**src/design/tqig_pkg.sv**
```systemverilog
// Shared types, constants and register codes of the tile quad index generator.
`timescale 1ns / 1ps

package tqig_pkg;

   // Vertex index width of every emitted triangle corner.
   localparam int IDX_W = 13;

   localparam int TILE_SIZE_W = 7;
   localparam int EDGE_MASK_W = 4;
   localparam int CSR_DATA_W  = 7;
   localparam int CSR_INDEX_W = 1;

   localparam int MAX_TILE_SIZE_DEFAULT = 64;
   localparam int TILE_SIZE_MIN         = 4;

   localparam logic [TILE_SIZE_W-1:0] TILE_SIZE_RESET = 7'd32;
   localparam logic [EDGE_MASK_W-1:0] EDGE_MASK_RESET = 4'd0;

   // Depth of the descriptor queue between the front and back ends.
   localparam int QUEUE_DEPTH = 2;

   // Configuration register indexes.
   localparam logic [CSR_INDEX_W-1:0] CSR_TILE_SIZE = 1'b0;
   localparam logic [CSR_INDEX_W-1:0] CSR_EDGE_MASK = 1'b1;

   // Triangle pair codes, in emission order; they also index edge_mask.
   localparam logic [1:0] PAIR_TOP    = 2'd0;
   localparam logic [1:0] PAIR_LEFT   = 2'd1;
   localparam logic [1:0] PAIR_BOTTOM = 2'd2;
   localparam logic [1:0] PAIR_RIGHT  = 2'd3;

   typedef struct packed {
      logic [4:0] quad_col;
      logic [4:0] quad_row;
   } req_type;

   typedef struct packed {
      logic [IDX_W-1:0] vert_first;
      logic [IDX_W-1:0] vert_second;
      logic [IDX_W-1:0] vert_third;
      logic             last_tri;
   } rsp_type;

   // One classified quad: left column vertices of the three rows and the
   // pairs that collapse into a stitching triangle.
   typedef struct packed {
      logic [IDX_W-1:0] vert_a;
      logic [IDX_W-1:0] vert_d;
      logic [IDX_W-1:0] vert_g;
      logic [3:0]       stitch;
   } desc_type;

endpackage

```
**src/design/tqig_front.sv**
```systemverilog
// Front end: configuration registers and per-quad address and border classification.
`timescale 1ns / 1ps

module tqig_front #(
   parameter int MAX_TILE_SIZE = tqig_pkg::MAX_TILE_SIZE_DEFAULT
) (
   input  logic                                 clock,
   input  logic                                 reset,
   input  logic                                 csr_write,
   input  logic [tqig_pkg::CSR_INDEX_W-1:0]     csr_index,
   input  logic [tqig_pkg::CSR_DATA_W-1:0]      csr_wdata,
   input  tqig_pkg::req_type                    req_data,
   output tqig_pkg::desc_type                   desc
);

   localparam int TW = $clog2(MAX_TILE_SIZE + 1);
   localparam int CW = (TW > tqig_pkg::TILE_SIZE_W) ? TW : tqig_pkg::TILE_SIZE_W;
   localparam int IW = tqig_pkg::IDX_W;

   logic [tqig_pkg::TILE_SIZE_W-1:0] tile_size_ff, tile_size_in;
   logic [tqig_pkg::EDGE_MASK_W-1:0] edge_mask_ff, edge_mask_in;

   logic [CW-1:0]   size_ext;
   logic [CW-1:0]   size_eff;
   logic [CW-1:0]   size_less2;
   logic [IW-1:0]   width_vtx;
   logic [IW-1:0]   row_prod;
   logic [5:0]      col2;
   logic [5:0]      row2;

   always_comb begin
      tile_size_in = tile_size_ff;
      edge_mask_in = edge_mask_ff;
      if (csr_write) begin
         unique case (csr_index)
            tqig_pkg::CSR_TILE_SIZE: tile_size_in = csr_wdata;
            tqig_pkg::CSR_EDGE_MASK: edge_mask_in = csr_wdata[tqig_pkg::EDGE_MASK_W-1:0];
            default: ;
         endcase
      end
   end

   always_ff @(posedge clock) begin
      if (reset) begin
         tile_size_ff <= tqig_pkg::TILE_SIZE_RESET;
         edge_mask_ff <= tqig_pkg::EDGE_MASK_RESET;
      end else begin
         tile_size_ff <= tile_size_in;
         edge_mask_ff <= edge_mask_in;
      end
   end

   // Effective tile size is the register saturated to the supported range.
   always_comb begin
      size_ext = CW'(tile_size_ff);
      if (size_ext < CW'(tqig_pkg::TILE_SIZE_MIN)) begin
         size_eff = CW'(tqig_pkg::TILE_SIZE_MIN);
      end else if (size_ext > CW'(MAX_TILE_SIZE)) begin
         size_eff = CW'(MAX_TILE_SIZE);
      end else begin
         size_eff = size_ext;
      end
      size_less2 = size_eff - CW'(2);
   end

   always_comb begin
      col2      = {req_data.quad_col, 1'b0};
      row2      = {req_data.quad_row, 1'b0};
      width_vtx = IW'(size_eff) + IW'(1);
      row_prod  = IW'(row2) * width_vtx;
      desc.vert_a = row_prod + IW'(col2);
      desc.vert_d = desc.vert_a + width_vtx;
      desc.vert_g = desc.vert_d + width_vtx;
      desc.stitch[tqig_pkg::PAIR_TOP]    = (req_data.quad_row == 5'd0) && edge_mask_ff[0];
      desc.stitch[tqig_pkg::PAIR_LEFT]   = (req_data.quad_col == 5'd0) && edge_mask_ff[1];
      desc.stitch[tqig_pkg::PAIR_BOTTOM] = (CW'(row2) == size_less2) && edge_mask_ff[2];
      desc.stitch[tqig_pkg::PAIR_RIGHT]  = (CW'(col2) == size_less2) && edge_mask_ff[3];
   end

endmodule

```
**src/design/tqig_queue.sv**
```systemverilog
// Short descriptor queue that decouples the front end from the back end.
`timescale 1ns / 1ps

module tqig_queue (
   input  logic               clock,
   input  logic               reset,
   input  logic               push,
   input  tqig_pkg::desc_type wdata,
   output logic               full,
   input  logic               pop,
   output tqig_pkg::desc_type rdata,
   output logic               empty
);

   localparam int DEPTH = tqig_pkg::QUEUE_DEPTH;
   localparam int PW    = (DEPTH > 1) ? $clog2(DEPTH) : 1;
   localparam int NW    = $clog2(DEPTH + 1);

   tqig_pkg::desc_type slot_ff [DEPTH];
   logic [PW-1:0] wr_ptr_ff, wr_ptr_in;
   logic [PW-1:0] rd_ptr_ff, rd_ptr_in;
   logic [NW-1:0] count_ff, count_in;
   logic          do_push;
   logic          do_pop;

   assign full    = (count_ff == NW'(DEPTH));
   assign empty   = (count_ff == NW'(0));
   assign do_push = push && !full;
   assign do_pop  = pop && !empty;
   assign rdata   = slot_ff[rd_ptr_ff];

   always_comb begin
      wr_ptr_in = wr_ptr_ff;
      rd_ptr_in = rd_ptr_ff;
      count_in  = count_ff;
      if (do_push) begin
         wr_ptr_in = (wr_ptr_ff == PW'(DEPTH - 1)) ? PW'(0) : wr_ptr_ff + PW'(1);
      end
      if (do_pop) begin
         rd_ptr_in = (rd_ptr_ff == PW'(DEPTH - 1)) ? PW'(0) : rd_ptr_ff + PW'(1);
      end
      if (do_push && !do_pop) begin
         count_in = count_ff + NW'(1);
      end else if (do_pop && !do_push) begin
         count_in = count_ff - NW'(1);
      end
   end

   always_ff @(posedge clock) begin
      if (reset) begin
         wr_ptr_ff <= '0;
         rd_ptr_ff <= '0;
         count_ff  <= '0;
      end else begin
         wr_ptr_ff <= wr_ptr_in;
         rd_ptr_ff <= rd_ptr_in;
         count_ff  <= count_in;
      end
   end

   always_ff @(posedge clock) begin
      if (do_push) begin
         slot_ff[wr_ptr_ff] <= wdata;
      end
   end

endmodule

```
**src/design/tqig_back.sv**
```systemverilog
// Back end: walks the triangle pairs of one quad and emits one triangle per cycle unless the receiver stalls.
`timescale 1ns / 1ps

module tqig_back (
   input  logic               clock,
   input  logic               reset,
   input  tqig_pkg::desc_type q_data,
   input  logic               q_empty,
   output logic               q_pop,
   output tqig_pkg::rsp_type  rsp_data,
   output logic               rsp_empty,
   input  logic               rsp_pop
);

   localparam int IW = tqig_pkg::IDX_W;

   tqig_pkg::desc_type cur_ff, cur_in;
   logic               cur_valid_ff, cur_valid_in;
   logic [1:0]         pair_ff, pair_in;
   logic               sub_ff, sub_in;
   tqig_pkg::rsp_type  out_ff, out_in;
   logic               out_valid_ff, out_valid_in;

   logic             emit;
   logic             stitched;
   logic             pair_done;
   logic             last;
   logic             load;
   logic [IW-1:0]    vb, vc, ve, vf, vh, vi;
   tqig_pkg::rsp_type tri_now;

   assign stitched  = cur_ff.stitch[pair_ff];
   assign pair_done = stitched || sub_ff;
   assign last      = (pair_ff == tqig_pkg::PAIR_RIGHT) && pair_done;
   assign emit      = cur_valid_ff && (!out_valid_ff || rsp_pop);
   assign load      = !q_empty && (!cur_valid_ff || (emit && last));
   assign q_pop     = load;

   always_comb begin
      vb = cur_ff.vert_a + IW'(1);
      vc = cur_ff.vert_a + IW'(2);
      ve = cur_ff.vert_d + IW'(1);
      vf = cur_ff.vert_d + IW'(2);
      vh = cur_ff.vert_g + IW'(1);
      vi = cur_ff.vert_g + IW'(2);

      tri_now.last_tri   = last;
      tri_now.vert_third = ve;
      unique case (pair_ff)
         tqig_pkg::PAIR_TOP: begin
            if (stitched) begin
               tri_now.vert_first  = cur_ff.vert_a;
               tri_now.vert_second = ve;
               tri_now.vert_third  = vc;
            end else if (!sub_ff) begin
               tri_now.vert_first  = cur_ff.vert_a;
               tri_now.vert_second = ve;
               tri_now.vert_third  = vb;
            end else begin
               tri_now.vert_first  = vb;
               tri_now.vert_second = ve;
               tri_now.vert_third  = vc;
            end
         end
         tqig_pkg::PAIR_LEFT: begin
            if (stitched) begin
               tri_now.vert_first  = cur_ff.vert_a;
               tri_now.vert_second = cur_ff.vert_g;
            end else if (!sub_ff) begin
               tri_now.vert_first  = cur_ff.vert_a;
               tri_now.vert_second = cur_ff.vert_d;
            end else begin
               tri_now.vert_first  = cur_ff.vert_d;
               tri_now.vert_second = cur_ff.vert_g;
            end
         end
         tqig_pkg::PAIR_BOTTOM: begin
            if (stitched) begin
               tri_now.vert_first  = cur_ff.vert_g;
               tri_now.vert_second = vi;
            end else if (!sub_ff) begin
               tri_now.vert_first  = cur_ff.vert_g;
               tri_now.vert_second = vh;
            end else begin
               tri_now.vert_first  = vh;
               tri_now.vert_second = vi;
            end
         end
         default: begin
            if (stitched) begin
               tri_now.vert_first  = vi;
               tri_now.vert_second = vc;
            end else if (!sub_ff) begin
               tri_now.vert_first  = vi;
               tri_now.vert_second = vf;
            end else begin
               tri_now.vert_first  = vf;
               tri_now.vert_second = vc;
            end
         end
      endcase
   end

   always_comb begin
      cur_in       = cur_ff;
      cur_valid_in = cur_valid_ff;
      pair_in      = pair_ff;
      sub_in       = sub_ff;
      if (load) begin
         cur_in       = q_data;
         cur_valid_in = 1'b1;
         pair_in      = tqig_pkg::PAIR_TOP;
         sub_in       = 1'b0;
      end else if (emit && last) begin
         cur_valid_in = 1'b0;
      end else if (emit) begin
         if (pair_done) begin
            pair_in = pair_ff + 2'd1;
            sub_in  = 1'b0;
         end else begin
            sub_in = 1'b1;
         end
      end

      out_in       = out_ff;
      out_valid_in = out_valid_ff;
      if (emit) begin
         out_in       = tri_now;
         out_valid_in = 1'b1;
      end else if (rsp_pop) begin
         out_valid_in = 1'b0;
      end
   end

   always_ff @(posedge clock) begin
      if (reset) begin
         cur_valid_ff <= 1'b0;
         pair_ff      <= tqig_pkg::PAIR_TOP;
         sub_ff       <= 1'b0;
         out_valid_ff <= 1'b0;
      end else begin
         cur_valid_ff <= cur_valid_in;
         pair_ff      <= pair_in;
         sub_ff       <= sub_in;
         out_valid_ff <= out_valid_in;
      end
   end

   always_ff @(posedge clock) begin
      cur_ff <= cur_in;
      out_ff <= out_in;
   end

   assign rsp_data  = out_ff;
   assign rsp_empty = !out_valid_ff;

endmodule

```
**src/design/tile_quad_index_generator_core.sv**
```systemverilog
// Top level of the tile quad index generator.
`timescale 1ns / 1ps
//
// Usage: each request transaction names one 2x2 quad cell of a square terrain
// tile by column and row. The block answers with that cell's triangles as
// vertex index triples, one response transaction per triangle, in the order
// top pair, left pair, bottom pair, right pair. A pair on the tile border
// whose edge_mask bit is set collapses into a single stitching triangle, so a
// quad gives four to eight triangles, and the last one carries last_tri.
// Requests enter through push/full; responses leave through empty/pop, where
// the oldest waiting triangle is shown while empty is low.
// The first triangle of a quad passes from the queue through the back end's
// current-quad register into the output register. Throughput: the back end
// sequencer emits one triangle per cycle while the receiver is not stalling;
// a two-entry descriptor queue lets requests be taken while the back end is
// busy, and full rises only when that queue holds two quads.
// When the receiver stalls, the output register holds its triangle, the
// sequencer stops, the queue fills and full then holds off new requests.
// Reset is synchronous: it empties the queue and the output register and
// returns tile_size to 32 and edge_mask to 0. Configuration writes take
// effect at the next edge and are meant for idle periods.

module tile_quad_index_generator_core #(
   parameter int MAX_TILE_SIZE = tqig_pkg::MAX_TILE_SIZE_DEFAULT
) (
   input  logic                             clock,
   input  logic                             reset,
   input  logic                             req_push,
   output logic                             req_full,
   input  tqig_pkg::req_type                req_data,
   output logic                             rsp_empty,
   input  logic                             rsp_pop,
   output tqig_pkg::rsp_type                rsp_data,
   input  logic                             csr_write,
   input  logic [tqig_pkg::CSR_INDEX_W-1:0] csr_index,
   input  logic [tqig_pkg::CSR_DATA_W-1:0]  csr_wdata
);

   tqig_pkg::desc_type front_desc;
   tqig_pkg::desc_type head_desc;
   logic               q_empty;
   logic               q_pop;

   // Front end: turns a quad into its corner addresses and border flags.
   tqig_front #(
      .MAX_TILE_SIZE(MAX_TILE_SIZE)
   ) u_front (
      .clock     (clock),
      .reset     (reset),
      .csr_write (csr_write),
      .csr_index (csr_index),
      .csr_wdata (csr_wdata),
      .req_data  (req_data),
      .desc      (front_desc)
   );

   // The queue accepts a transaction whenever it is not full.
   tqig_queue u_queue (
      .clock (clock),
      .reset (reset),
      .push  (req_push),
      .wdata (front_desc),
      .full  (req_full),
      .pop   (q_pop),
      .rdata (head_desc),
      .empty (q_empty)
   );

   // Back end: sequences the triangles and owns the output register.
   tqig_back u_back (
      .clock     (clock),
      .reset     (reset),
      .q_data    (head_desc),
      .q_empty   (q_empty),
      .q_pop     (q_pop),
      .rsp_data  (rsp_data),
      .rsp_empty (rsp_empty),
      .rsp_pop   (rsp_pop)
   );

endmodule

```
**config.mk**
```make
export PLATFORM = sky130hd
export DESIGN_NAME = tile_quad_index_generator_core
export DESIGN_NICKNAME = d
export VERILOG_FILES = /design/src/design/tqig_pkg.sv /design/src/design/tqig_front.sv /design/src/design/tqig_queue.sv /design/src/design/tqig_back.sv /design/src/design/tile_quad_index_generator_core.sv
export SDC_FILE = /design/constraint.sdc
export NUM_CORES = 1
export LEC_CHECK = 0
export ABC_AREA = 1
export BUFFER_PORTS_ARGS = -buffer_cell sky130_fd_sc_hd__buf_4
export CAP_MARGIN = 20
export CORE_ASPECT_RATIO = 1.25
export CORE_UTILIZATION = 58
export CTS_BUF_LIST = sky130_fd_sc_hd__clkbuf_8
export DETAILED_ROUTE_END_ITERATION = 6
export PLACE_DENSITY = 0.79
export SLEW_MARGIN = 40
export SYNTH_ARGS = -nofsm -noshare
export SYNTH_HDL_FRONTEND = slang
export SYNTH_SLANG_ARGS = --single-unit
```
**constraint.sdc**
```tcl
create_clock -name clock -period 6 [get_ports clock]
set_input_delay 0.6 -clock clock [delete_from_list [all_inputs] [get_ports clock]]
set_output_delay 0.6 -clock clock [all_outputs]
set_load 0.01 [all_outputs]
```
# --- Word-level counts from Yosys, hierarchy flattened ---
# Memories as Yosys holds them, arrays and structs flattened. A register that Yosys moved wholly into a read port is not among the register bits.
# Cells that the tools add are included.
totals:
  ram_bits: 86
  latch_bits: 0
  memories: 1
  mem_bits_ro: 0
  word_cells: 100
  reg_bits: 60
classes:
  bitwise_logic: 2
  n_eq_ne: 6
  div: 0
  n_mul: 1
  magnitude_cmp: 3
  n_mux: 25
  reduce_logical: 33
  add_sub_neg: 16
  shift: 0
mem_list:
  columns: ["memory", "words", "width", "read_ports", "rd_clocked_by_memory_dff", "wr", "line_no", "rtl"]
  rows:
  - ["u_queue.slot_ff", 2, 43, 1, 1, 1, "tqig_queue.sv:19", "tqig_pkg::desc_type slot_ff [DEPTH];"]
op_table:
  columns: ["cell", "n"]
  rows:
  - ["$mux 26", 6]
  - ["$mux 39", 2]
  - ["$pmux 26 s3", 1]
  - ["$add 13x1->13 const B", 3]
  - ["$add 13x2->13 const B", 3]
  - ["$add 13x13->13", 2]
  - ["$eq 6x7->1", 2]
  - ["$mux 7", 2]
  - ["$add 13x6->13", 1]
  - ["$mul 5x13->12", 1]
  - ["$mux 13", 1]
  - ["$logic_and 1x1->1", 12]
  - ["$logic_not 5->1", 2]
  - ["$mux 1", 10]
  - ["$add 7x1->8 const B", 1]
  - ["$gt 7x7->1 const B", 1]
  - ["$lt 7x3->1 const B", 1]
  - ["$sub 7x2->7 const B", 1]
  - ["$eq 2x2->1 const B", 3]
  - ["$logic_not 1->1", 6]
  - ["$reduce_and 2->1", 3]
  - ["$reduce_bool 2->1", 3]
  - ["$add 2x1->2 const B", 2]
  - ["$logic_not 2->1", 2]
  - ["other kinds (10)", 15]

# --- Longest topological paths before layout ---
# Gate-level depths: netlist (run 1).
logic_depth:
  word_depth: 11
  mapped_depth: 40

# --- Hierarchy ---
# A second synthesis (run 1) with hierarchy kept.
unflattened:
  hier_cells: 1516
  area_unflattened_um2: 13023.7
modules_own_cells:
  columns: ["module", "area_per_inst_um2", "n_inst", "seq_area_each_um2", "cells_per_inst"]
  rows:
  - ["tqig_back", 6132.1, 1, 2592.5, 810]
  - ["tqig_queue", 3558.4, 1, 2682.6, 171]
  - ["tqig_front", 3333.2, 1, 220.2, 535]

# --- Least setup slack after synthesis (run 1) ---
# No wires, ideal clock.
synth_timing:
  path_type: "register to register"
  startpoint: "register u_front.tile_size_ff, in the netlist u_front.size_ext[3]"
  endpoint: "memory u_queue.slot_ff[0][15] (netlist bit) (data pin)"
  setup_slack_ps: -385
  setup_ps: 260
  synth_period_minus_slack_ps: 6385
  t_arrival_ps: 6125
  stages_incl_launch_ff: 36
  required_time_ps: 5740
  path_buffers: 1
  path_cell_list: "dfxtp_1 -> nor2_2 -> nand3_2 -> nand3_4 -> inv_1 -> ha_1 -> or2_2 -> nand2_1 -> inv_1 -> nand2_1 -> fa_1 -> fa_1 -> fa_1 -> inv_1 -> ha_1 -> buf_6 -> xnor2_1 -> ha_1 -> nand2_1 -> inv_1 -> nand2_1 -> nand3_1 -> xor2_1 -> ha_1 -> xnor2_1 -> inv_1 -> ha_1 -> nand2_1 -> a21oi_1 -> a211oi_1 -> nand2_1 -> nand2_1 -> a21oi_2 -> nand2_1 -> o21ai_0 -> nand2_1"
synth_lines:
  columns: ["item", "line_no", "rtl"]
  rows:
  - ["start, declared", "tqig_front.sv:20", "logic [tqig_pkg::TILE_SIZE_W-1:0] tile_size_ff, tile_size_in;"]
  - ["start signal, assigned", "tqig_front.sv:45", "tile_size_ff <= tqig_pkg::TILE_SIZE_RESET;"]
  - ["start signal, assigned", "tqig_front.sv:48", "tile_size_ff <= tile_size_in;"]
  - ["end, declared", "tqig_queue.sv:19", null]

==> flow_summary_export.csv, run 1 <==
group,metric,value,unit
place,post_dp_cell_area,12300,um2
worst_setup_path,worst-setup-path-type,"reg2reg",
worst_setup_path,rr_startpoint,"u_front.size_ext[4]$_SDFFE_PP0P_",
sta,slew_headroom,46.6,%
worst_setup_path,cpPeakStageDelay,0.54,ns
logic_synthesis,synthTopCellsByArea,"edfxtp_1, nand2_1, ha_1",
power,pwr_density_cell,545,nW/um2
sta,rsz0062_at_grt,"yes",
global_route,global_route_wire_length_before_repair,39700,um
run_status,outcome,"finished with violations",
layout,final.fill_count,1402,
clocking,clk_pin_slew_worst_paths,0.11,ns
logic_synthesis,yosysTopAreaCell,"edfxtp_1",
power,vdd_ir_drop_max,0.000277,V
route,route.vias.total,9238,
worst_setup_path,worst_path_max_delay_cell,"fa_1",
power,p_leak,5.69,nW
worst_setup_path,timing.rr.end,"u_queue.slot_ff[0][16]$_DFFE_PP_",
power,p_total,7.15,mW
clocking,cts_made_buffers,17,
sta,timing_worst_slew_pin_value,0.800,ns
die,io-pin-count,65,
die,fp.dieH,159,um
clocking,tritoncts_num_sinks,183,
global_route,overflow,0,
clocking,htreeDepth,4,
sta,hold-worst-slack,0.296,ns
route,detail_route.vias_per_cell,5.51,
logic_synthesis,synth-async-reset-ratio,0,%
layout,final_cell_mix,"nand2_1, edfxtp_1, inv_1",
clocking,tritoncts,"done",
global_route,antenna_violations_before_repair,0,
logic_synthesis,synth-main-ff-cell,"edfxtp_1",
logic_synthesis,netlist_instances,1317,
die,floorplan.die_area,20200,um2
layout,n_diodes,0,
run_status,violated_checks,"setup timing",
die,die-width,127,um
route,wl,24800,um
route,firstDrtPassIters,5,
layout,layout_commonest_cell,"nand2_1",
die,start_util,59.9,%
logic_synthesis,synth_seq_area_share,46.6,%
sta,final_min_period_over_clock_period,100,%
layout,flow.area_growth_from_synthesis,15.5,%
place,dp_hpwl,17800,um
route,dr.first_iter.drc_count,853,
worst_setup_path,timing.critical_path.from_type,"flop",
clocking,clk_root_buffer_cell,"clkbuf_8",
logic_synthesis,ys.warnings.count,0,
clocking,cts_hold_buffers,0,
logic_synthesis,synthDominantCellAreaShare,43.1,%
global_route,grt_usage,25.1,%
worst_setup_path,crit_path_max_fanout,4,
sta,clock-skew-final,0.0190,ns
run,max_cap_viol_count,0,
sta,timing.final.max_slew_violations,0,
hold_path,hold_end,"u_queue.count_ff[0]$_SDFFE_PP0P_",
worst_setup_path,worst_ep_required_time,6.24,ns
clocking,cts_max_path_buffers,2,
logic_synthesis,synthesis.area,11400,um2
worst_setup_path,critPathCaptureType,"flop",
sta,max_freq,166,MHz
hold_path,worst_hold_path.num_cells,2,
hold_path,min_path_type,"in2reg",
global_route,grt_start_max_net_pins,61,
sta,finalHoldViolations,0,
sta,setup-violations-final,2,
sta,timing.final.crit_period,6.03,ns
die,rows,56,
global_route,first_global_vias,8612,
logic_synthesis,synth.avg_cell_area,8.63,um2
logic_synthesis,synth_cell_type_count,51,
layout,layout-drive-gt1-share,17.4,%
layout,finalInstanceArea,13100,um2
die,core,19000,um2
route,routed_wire_length_per_instance,14.8,um
sta,post-route-worst-setup-slack,-0.0250,ns
route,post_route_ant_nets,0,
hold_path,worst_hold_startpoint,"reset",
place,final_estimated_routing_congestion_in_global_placement,0.973,
layout,design.final.nets,1497,
route,post-route-drc-count,0,
worst_setup_path,reg2regPathDepth,35,
place,place.port_buffers,64,
clocking,worst_skew_pair.late_latency,0.48,ns
logic_synthesis,count_of_flip_flops_with_a_built_in_enable_after_synthesis,163,
worst_setup_path,arrival,6.26,ns
logic_synthesis,yosys_reg_bits,183,
worst_setup_path,r2r_slack,-0.03,ns
critical path: cells and delay by family (launching register included):
kind                       cells  cell delay (ns)
DFF                            1             0.35
AOI/OAI and AO/OA              5             0.61
adders and majority gates      7             2.49
xor gates and xnor gates       2             0.36
buffers and inverters          4             0.31
and+or+nand+nor               17             1.64
area by class of cell:
type	count	area (um2)	share of cell area (%)
repair buffers	106	836	6.37
well taps	261	327	2.49
inverters	181	687	5.24
multi-input cells	914	5630	42.9
clock buffers	17	234	1.78
flip-flops and latches	183	5300	40.4
clock inverters	15	114	0.868
where the power goes:
part | internal (mW) | switching, mW
Sequential | 2.26 | 0.266
Clock | 0.296 | 0.459
Combinational | 1.50 | 2.38
what timing repair did:
item                       4_1_cts  5_1_grt
setup buffers                    7       14
setup endpoints to repair        8       20
pin swaps                       14       34
resized for setup               10       61
sequential cells by signal, summed over array words and instances, names as in the netlist:
name	flops
u_back.sub_ff	1
u_back.rsp_data	40
u_front.edge_mask_ff	4
u_queue.count_ff	2
u_queue.wr_ptr_ff	1
u_back.pair_ff	2
u_back.out_valid_ff	1
u_back.cur_ff	41
u_queue.slot_ff	82
u_back.cur_valid_ff	1
u_queue.rd_ptr_ff	1
u_front.size_ext	7
worst max-delay path by stage:
| stage | startpoint | endpoint | slack, ns | cells after the start |
|---|---|---|---|---|
| detailed placement | u_front.size_ext[4]$_SDFFE_PP0P_ | u_queue.slot_ff[1][16]$_DFFE_PP_ | -0.20 | 34 |
| global route | u_front.size_ext[4]$_SDFFE_PP0P_ | u_queue.slot_ff[1][16]$_DFFE_PP_ | -0.32 | 35 |
| global placement | u_front.size_ext[4]$_SDFFE_PP0P_ | u_queue.slot_ff[0][16]$_DFFE_PP_ | 0.02 | 32 |
| CTS | u_front.size_ext[4]$_SDFFE_PP0P_ | u_queue.slot_ff[0][15]$_DFFE_PP_ | 0.04 | 33 |
| floorplan | u_front.size_ext[4]$_SDFFE_PP0P_ | u_queue.slot_ff[0][16]$_DFFE_PP_ | 0.003 | 36 |
| finish | u_front.size_ext[4]$_SDFFE_PP0P_ | u_queue.slot_ff[0][16]$_DFFE_PP_ | -0.03 | 35 |
layer usage:
layer  up-vias  GRT usage (%)  share of wire, %
met1      4299           27.9                39
li1       4539              -                 -
met2       320           47.5                53
met5         -              0                 0
met3        80           3.53               4.2
met4         0           11.3               3.8
per-stage QoR:
step | std cells | setup TNS [ns] | util, % | setup slack (ns)
finish | 1677 | -0.0500 | 69.1 | -0.0250
global route | 1677 | -2.35 | 69.1 | -0.322
CTS | 1663 | 0 | 67.1 | 0.0370
detailed placement | 1624 | -1.03 | 64.7 | -0.203
global placement | 1622 | 0 | 64.5 | 0.0204
floorplan | 1321 | 0 | - | 0.00297
logic make-up after synthesis:
family	count (synthesis)	synth area share, %
compound gates	237	11.9
xor+xnor	58	4.54
fa+ha+maj	71	9.07
buf+inv	224	7.52
flops	183	46.6
mux	2	0.176
other cells	2	0.0661
simple gates	540	20.1
synth_stat cells, drive strengths merged, types with 2 or more instances:
library cell / n
ha: 52
buf: 9
dfxtp: 20
xnor2: 10
clkbuf: 34
a21oi: 72
o22ai: 7
conb: 2
o21bai: 2
o211ai: 26
a22oi: 2
nor3: 11
o21ai: 105
mux2i: 2
a31oi: 3
a21o: 3
inv: 178
nand3b: 3
clkinv: 3
nand2: 349
a211oi: 3
edfxtp: 163
o221ai: 7
o31ai: 2
nand4: 15
nand3: 54
or2: 4
nor2: 101
nor4: 2
xor2: 48
fa: 19
Power figures use the tool's default switching activity.
==> run 2, diff against run 1 <==
--- a/config.mk
+++ b/config.mk
@@ -9,10 +9,11 @@
 export BUFFER_PORTS_ARGS = -buffer_cell sky130_fd_sc_hd__buf_4
 export CAP_MARGIN = 20
 export CORE_ASPECT_RATIO = 1.25
-export CORE_UTILIZATION = 58
+export CORE_UTILIZATION = 64
 export CTS_BUF_LIST = sky130_fd_sc_hd__clkbuf_8
 export DETAILED_ROUTE_END_ITERATION = 6
-export PLACE_DENSITY = 0.79
+export MAX_ROUTING_LAYER = met4
+export PLACE_DENSITY = 0.83
 export SLEW_MARGIN = 40
 export SYNTH_ARGS = -nofsm -noshare
 export SYNTH_HDL_FRONTEND = slang
==> constraint.sdc (replaced) <==
create_clock -name clock -period 6.6 [get_ports clock]
set_input_delay 0.66 -clock clock [delete_from_list [all_inputs] [get_ports clock]]
set_output_delay 0.66 -clock clock [all_outputs]
set_load 0.01 [all_outputs]
==> flow_summary_export.csv, run 2 (same netlist as run 1, synthesis figures left out) <==
group,metric,value,unit
global_route,grt_usage,28.0,%
clocking,tritoncts,"done",
layout,finalInstanceArea,12700,um2
global_route,overflow,0,
layout,max_flop_register,"u_queue.slot_ff",
sta,max_freq,156,MHz
clocking,cts_made_buffers,17,
worst_setup_path,cpPeakStageDelay,0.54,ns
worst_setup_path,cp.buffers_inverters,5,
power,pwr-share-seq,37.1,%
die,die-width,121,um
die,floorplan.die_area,18300,um2
power,p_total,6.19,mW
layout,layout_commonest_cell,"nand2_1",
place,place.port_buffers,64,
clocking,cts_max_path_buffers,2,
layout,design.final.nets,1477,
clocking,tritoncts_num_sinks,183,
die,core,17400,um2
sta,slew_headroom,44.8,%
sta,clock-skew-final,0.0131,ns
route,route.vias.total,9101,
sta,timing_worst_slew_pin_value,0.828,ns
sta,final_min_period_over_clock_period,97.0,%
place,final_estimated_routing_congestion_in_global_placement,0.963,
route,post_route_ant_nets,0,
clocking,clk_pin_slew_worst_paths,0.10,ns
global_route,global_route_wire_length_before_repair,39000,um
worst_setup_path,path_delay_family,"adder cells",
sta,finalHoldViolations,0,
die,io-pin-count,65,
global_route,antenna_violations_before_repair,0,
die,rows,54,
clocking,cts_hold_buffers,0,
clocking,htreeDepth,4,
route,dr.first_iter.drc_count,885,
global_route,grt_start_max_net_pins,61,
worst_setup_path,critPathCaptureType,"flop",
route,post-route-drc-count,0,
worst_setup_path,worst_ep_required_time,6.82,ns
power,part_of_the_power_in_combinational_logic,51.3,%
sta,hold-worst-slack,0.356,ns
clocking,worst_skew_pair.late_latency,0.46,ns
worst_setup_path,worst-setup-path-type,"reg2reg",
power,switching_power,2.70,mW
layout,largest_reg_flops,82,
sta,rsz0062_at_grt,"yes",
run_status,outcome,"finished, final reports clean",
layout,layout-drive-gt1-share,13.3,%
layout,final_cell_mix,"nand2_1, inv_1, edfxtp_1",
layout,n_diodes,0,
global_route,first_global_vias,8458,
die,start_util,65.2,%
worst_setup_path,cell_mode_on_critical_path,"nand2_1",
hold_path,min_path_type,"in2reg",
worst_setup_path,timing.critical_path.from_type,"flop",
sta,setup-violations-final,0,
run,max_cap_viol_count,0,
route,routed_wire_length_per_instance,14.9,um
layout,finalNonFillerCells,1620,
sta,timing.final.max_slew_violations,0,
power,power.switching_fraction,43.6,%
place,dp_hpwl,17500,um
route,firstDrtPassIters,5,
worst_setup_path,worst_path_max_delay_cell,"fa_1",
layout,flow.area_growth_from_synthesis,11.6,%
place,placed_cells,1581,
power,pwr_density_cell,488,nW/um2
power,p_leak,5.57,nW
place,post_dp_cell_area,12100,um2
power,p_clk_share,11.7,%
worst_setup_path,crit_path_max_fanout,5,
route,detail_route.vias_per_cell,5.62,
power,vdd_ir_drop_max,0.000224,V
worst_setup_path,arrival,6.62,ns
clocking,clk_root_buffer_cell,"clkbuf_8",
power,internal_dissipation,3.49,mW
die,fp.dieH,151,um
route,wl,24100,um
sta,timing.final.crit_period,6.40,ns
[run 2: cell count changes in the layout (fill, tap and decap cells not counted), moves of 6 or more]
cell | before | now
nand2_1 | 318 | 330
ha_4 | 12 | 6
ha_1 | 39 | 46
nand2_2 | 24 | 17
inv_2 | 15 | 8
buf_4 | 103 | 86
inv_1 | 162 | 169
[run 2: path summary, 6_finish.rpt]
path,from,end,slack (ns),depth (start not counted)
worst min-delay path,reset,u_back.out_valid_ff$_SDFFE_PP0P_,0.36,2
worst max register to register,u_front.size_ext[4]$_SDFFE_PP0P_,u_queue.slot_ff[0][15]$_DFFE_PP_,0.20,34
worst max-delay path,u_front.size_ext[4]$_SDFFE_PP0P_,u_queue.slot_ff[0][15]$_DFFE_PP_,0.20,34
worst min register to register,u_back.cur_valid_ff$_SDFFE_PP0P_,u_back.cur_valid_ff$_SDFFE_PP0P_,0.49,2
[run 2: per-stage QoR]
| step | setup slack (ns) | setup TNS (ns) | util (%) |
|---|---|---|---|
| 2_1_floorplan | 0.215 | 0 | - |
| 3_5_place_dp | -0.105 | -0.388 | 69.4 |
| 6_report | 0.201 | 0 | 72.8 |
| 4_1_cts | 0.0385 | 0 | 72.0 |
| 3_3_place_gp | 0.207 | 0 | 69.4 |
| 5_1_grt | -0.122 | -0.476 | 72.8 |
[run 2: final cells by class]
class                      instances  area (um2)
clock inverter                    15         153
fill                            1304        4740
tap                              224         280
timing repair buffer              86         646
clock buffer                      17         234
sequential                       183        5300
inverter                         181         679
multi-input combinational        914        5400
[run 2: routing by layer]
metal | vias up | global-route usage [%] | part of all wire [%]
li1 | 4503 | - | -
met4 | 0 | 13.8 | 3.5
met1 | 4209 | 31.2 | 40
met3 | 72 | 3.50 | 4.2
met5 | - | - | 0
met2 | 317 | 49.6 | 52
[run 2: what timing repair did]
| action | in CTS | in global routing |
|---|---|---|
| resized for setup | 6 | 22 |
| setup buffers | 2 | 5 |
| endpoints found under the hold margin | 0 | 0 |
| setup endpoints to repair | 6 | 14 |
| pin swaps | 2 | 9 |
[run 2: power groups by stage]
stage	Sequential (mW)	Clock, mW	Combinational [mW]
after floorplan	2.31	0	2.11
after global routing	2.34	0.779	3.55
after CTS	2.29	0.736	2.97
after detailed placement	2.31	0	2.89
after global placement	2.30	0	2.79
final	2.29	0.724	3.17
==> run 3, diff against run 2 <==
--- a/config.mk
+++ b/config.mk
@@ -9,8 +9,10 @@
 export BUFFER_PORTS_ARGS = -buffer_cell sky130_fd_sc_hd__buf_4
 export CAP_MARGIN = 20
 export CORE_ASPECT_RATIO = 1.25
+export CORE_MARGIN = 10
 export CORE_UTILIZATION = 64
 export CTS_BUF_LIST = sky130_fd_sc_hd__clkbuf_8
+export CTS_CLUSTER_SIZE = 8
 export DETAILED_ROUTE_END_ITERATION = 6
 export MAX_ROUTING_LAYER = met4
 export PLACE_DENSITY = 0.83
==> flow_summary_export.csv, run 3 (same netlist as run 1, synthesis figures left out) <==
group,metric,value,unit
power,pwr_density_cell,492,nW/um2
sta,post-route-worst-setup-slack,0.219,ns
global_route,grt_usage,21.0,%
power,p_leak,5.58,nW
worst_setup_path,critPathCaptureType,"flop",
route,route.vias.total,9261,
worst_setup_path,cp.buffers_inverters,5,
layout,layout_commonest_cell,"nand2_1",
place,dpl_worst_slack,-0.0464,ns
power,vdd_ir_drop_max,0.000224,V
worst_setup_path,arrival,6.60,ns
sta,setup-violations-final,0,
sta,max_freq,157,MHz
global_route,grt_start_max_net_pins,61,
die,fp.dieH,169,um
worst_setup_path,worst_ep_required_time,6.82,ns
power,p_total,6.25,mW
worst_setup_path,crit_path_max_fanout,5,
worst_setup_path,timing.critical_path.from_type,"flop",
die,rows,54,
worst_setup_path,worst_path_max_delay_cell,"fa_1",
sta,setup_tns,0,ns
layout,largest_reg_flops,82,
worst_setup_path,cpPeakStageDelay,0.54,ns
worst_setup_path,cell_mode_on_critical_path,"nand2_1",
die,core,17400,um2
die,floorplan.die_area,23500,um2
layout,design.final.nets,1476,
sta,hold-worst-slack,0.357,ns
place,place.port_buffers,64,
clocking,tritoncts_num_sinks,183,
global_route,antenna_violations_before_repair,0,
worst_setup_path,worst-setup-path-type,"reg2reg",
sta,timing.final.crit_period,6.38,ns
route,post-route-drc-count,0,
run,max_cap_viol_count,0,
route,dr.first_iter.drc_count,955,
clocking,tritoncts,"done",
die,die-width,139,um
clocking,clk_root_buffer_cell,"clkbuf_8",
route,detail_route.vias_per_cell,5.72,
sta,clock-skew-final,0.0141,ns
layout,n_diodes,0,
sta,slew_headroom,46.3,%
clocking,clk_pin_slew_worst_paths,0.11,ns
place,placed_cells,1581,
clocking,cts_hold_buffers,0,
global_route,overflow,0,
layout,finalNonFillerCells,1619,
sta,timing.final.max_slew_violations,0,
clocking,cts_made_buffers,17,
clocking,worst_skew_pair.late_latency,0.47,ns
route,post_route_ant_nets,0,
run_status,outcome,"finished, final reports clean",
layout,flow.area_growth_from_synthesis,11.7,%
sta,final_min_period_over_clock_period,96.7,%
sta,finalHoldViolations,0,
clocking,htreeDepth,4,
hold_path,min_path_type,"in2reg",
die,start_util,65.2,%
layout,final_cell_mix,"nand2_1, inv_1, edfxtp_1",
route,wl,24500,um
place,dp_hpwl,18100,um
place,final_estimated_routing_congestion_in_global_placement,0.944,
route,routed_wire_length_per_instance,15.1,um
global_route,global_route_wire_length_before_repair,40200,um
sta,timing_worst_slew_pin_value,0.805,ns
layout,max_flop_register,"u_queue.slot_ff",
clocking,cts_max_path_buffers,2,
route,firstDrtPassIters,7,
worst_setup_path,path_delay_family,"adder cells",
global_route,first_global_vias,8834,
layout,layout-drive-gt1-share,13.3,%
die,io-pin-count,65,
-- run 3: final timing paths --
kind	start	depth (start not counted)	slack, ns	end
min reg2reg	u_front.edge_mask_ff[2]$_SDFFE_PP0P_	2	0.50	u_front.edge_mask_ff[2]$_SDFFE_PP0P_
max	u_front.size_ext[3]$_SDFFE_PP0P_	34	0.22	u_queue.slot_ff[0][15]$_DFFE_PP_
min	reset	2	0.36	u_back.out_valid_ff$_SDFFE_PP0P_
max reg2reg	u_front.size_ext[3]$_SDFFE_PP0P_	34	0.22	u_queue.slot_ff[0][15]$_DFFE_PP_
-- run 3: per-stage QoR --
step | instance area [um2] | util [%]
2_1_floorplan | 11400 | -
3_3_place_gp | 12100 | 69.3
3_5_place_dp | 12100 | 69.6
4_1_cts | 12500 | 71.9
5_1_grt | 12700 | 72.9
6_report | 12700 | 72.9
-- run 3: metal layers --
metal	up-vias	GRT usage, %	routed length (um)
met5	-	-	0
met4	0	9.50	966
met3	92	4.14	1520
met2	388	37.2	12800
met1	4280	22.2	9290
li1	4501	-	-
-- run 3: what timing repair did --
item | CTS | global route
buffers inserted | 1 | 5
gates resized for setup | 3 | 27
endpoints found under the hold margin | 0 | 0
setup endpoints to repair | 4 | 12
cloned | 0 | 0
pin swaps | 2 | 10
-- run 3: power breakdown --
part,total (mW),switching (mW),internal (mW)
Sequential,2.29,0.240,2.05
Clock,0.729,0.446,0.283
Combinational,3.22,2.05,1.18
-- run 3: area by class of cell --
class                   count  area (um2)
multi-input cells         914        5390
flip-flops and latches    183        5300
fillers                  1274        4730
inverters                 181         679
repair buffers             85         678
well taps                 224         280
clock buffers              17         234
clock inverters            15         146
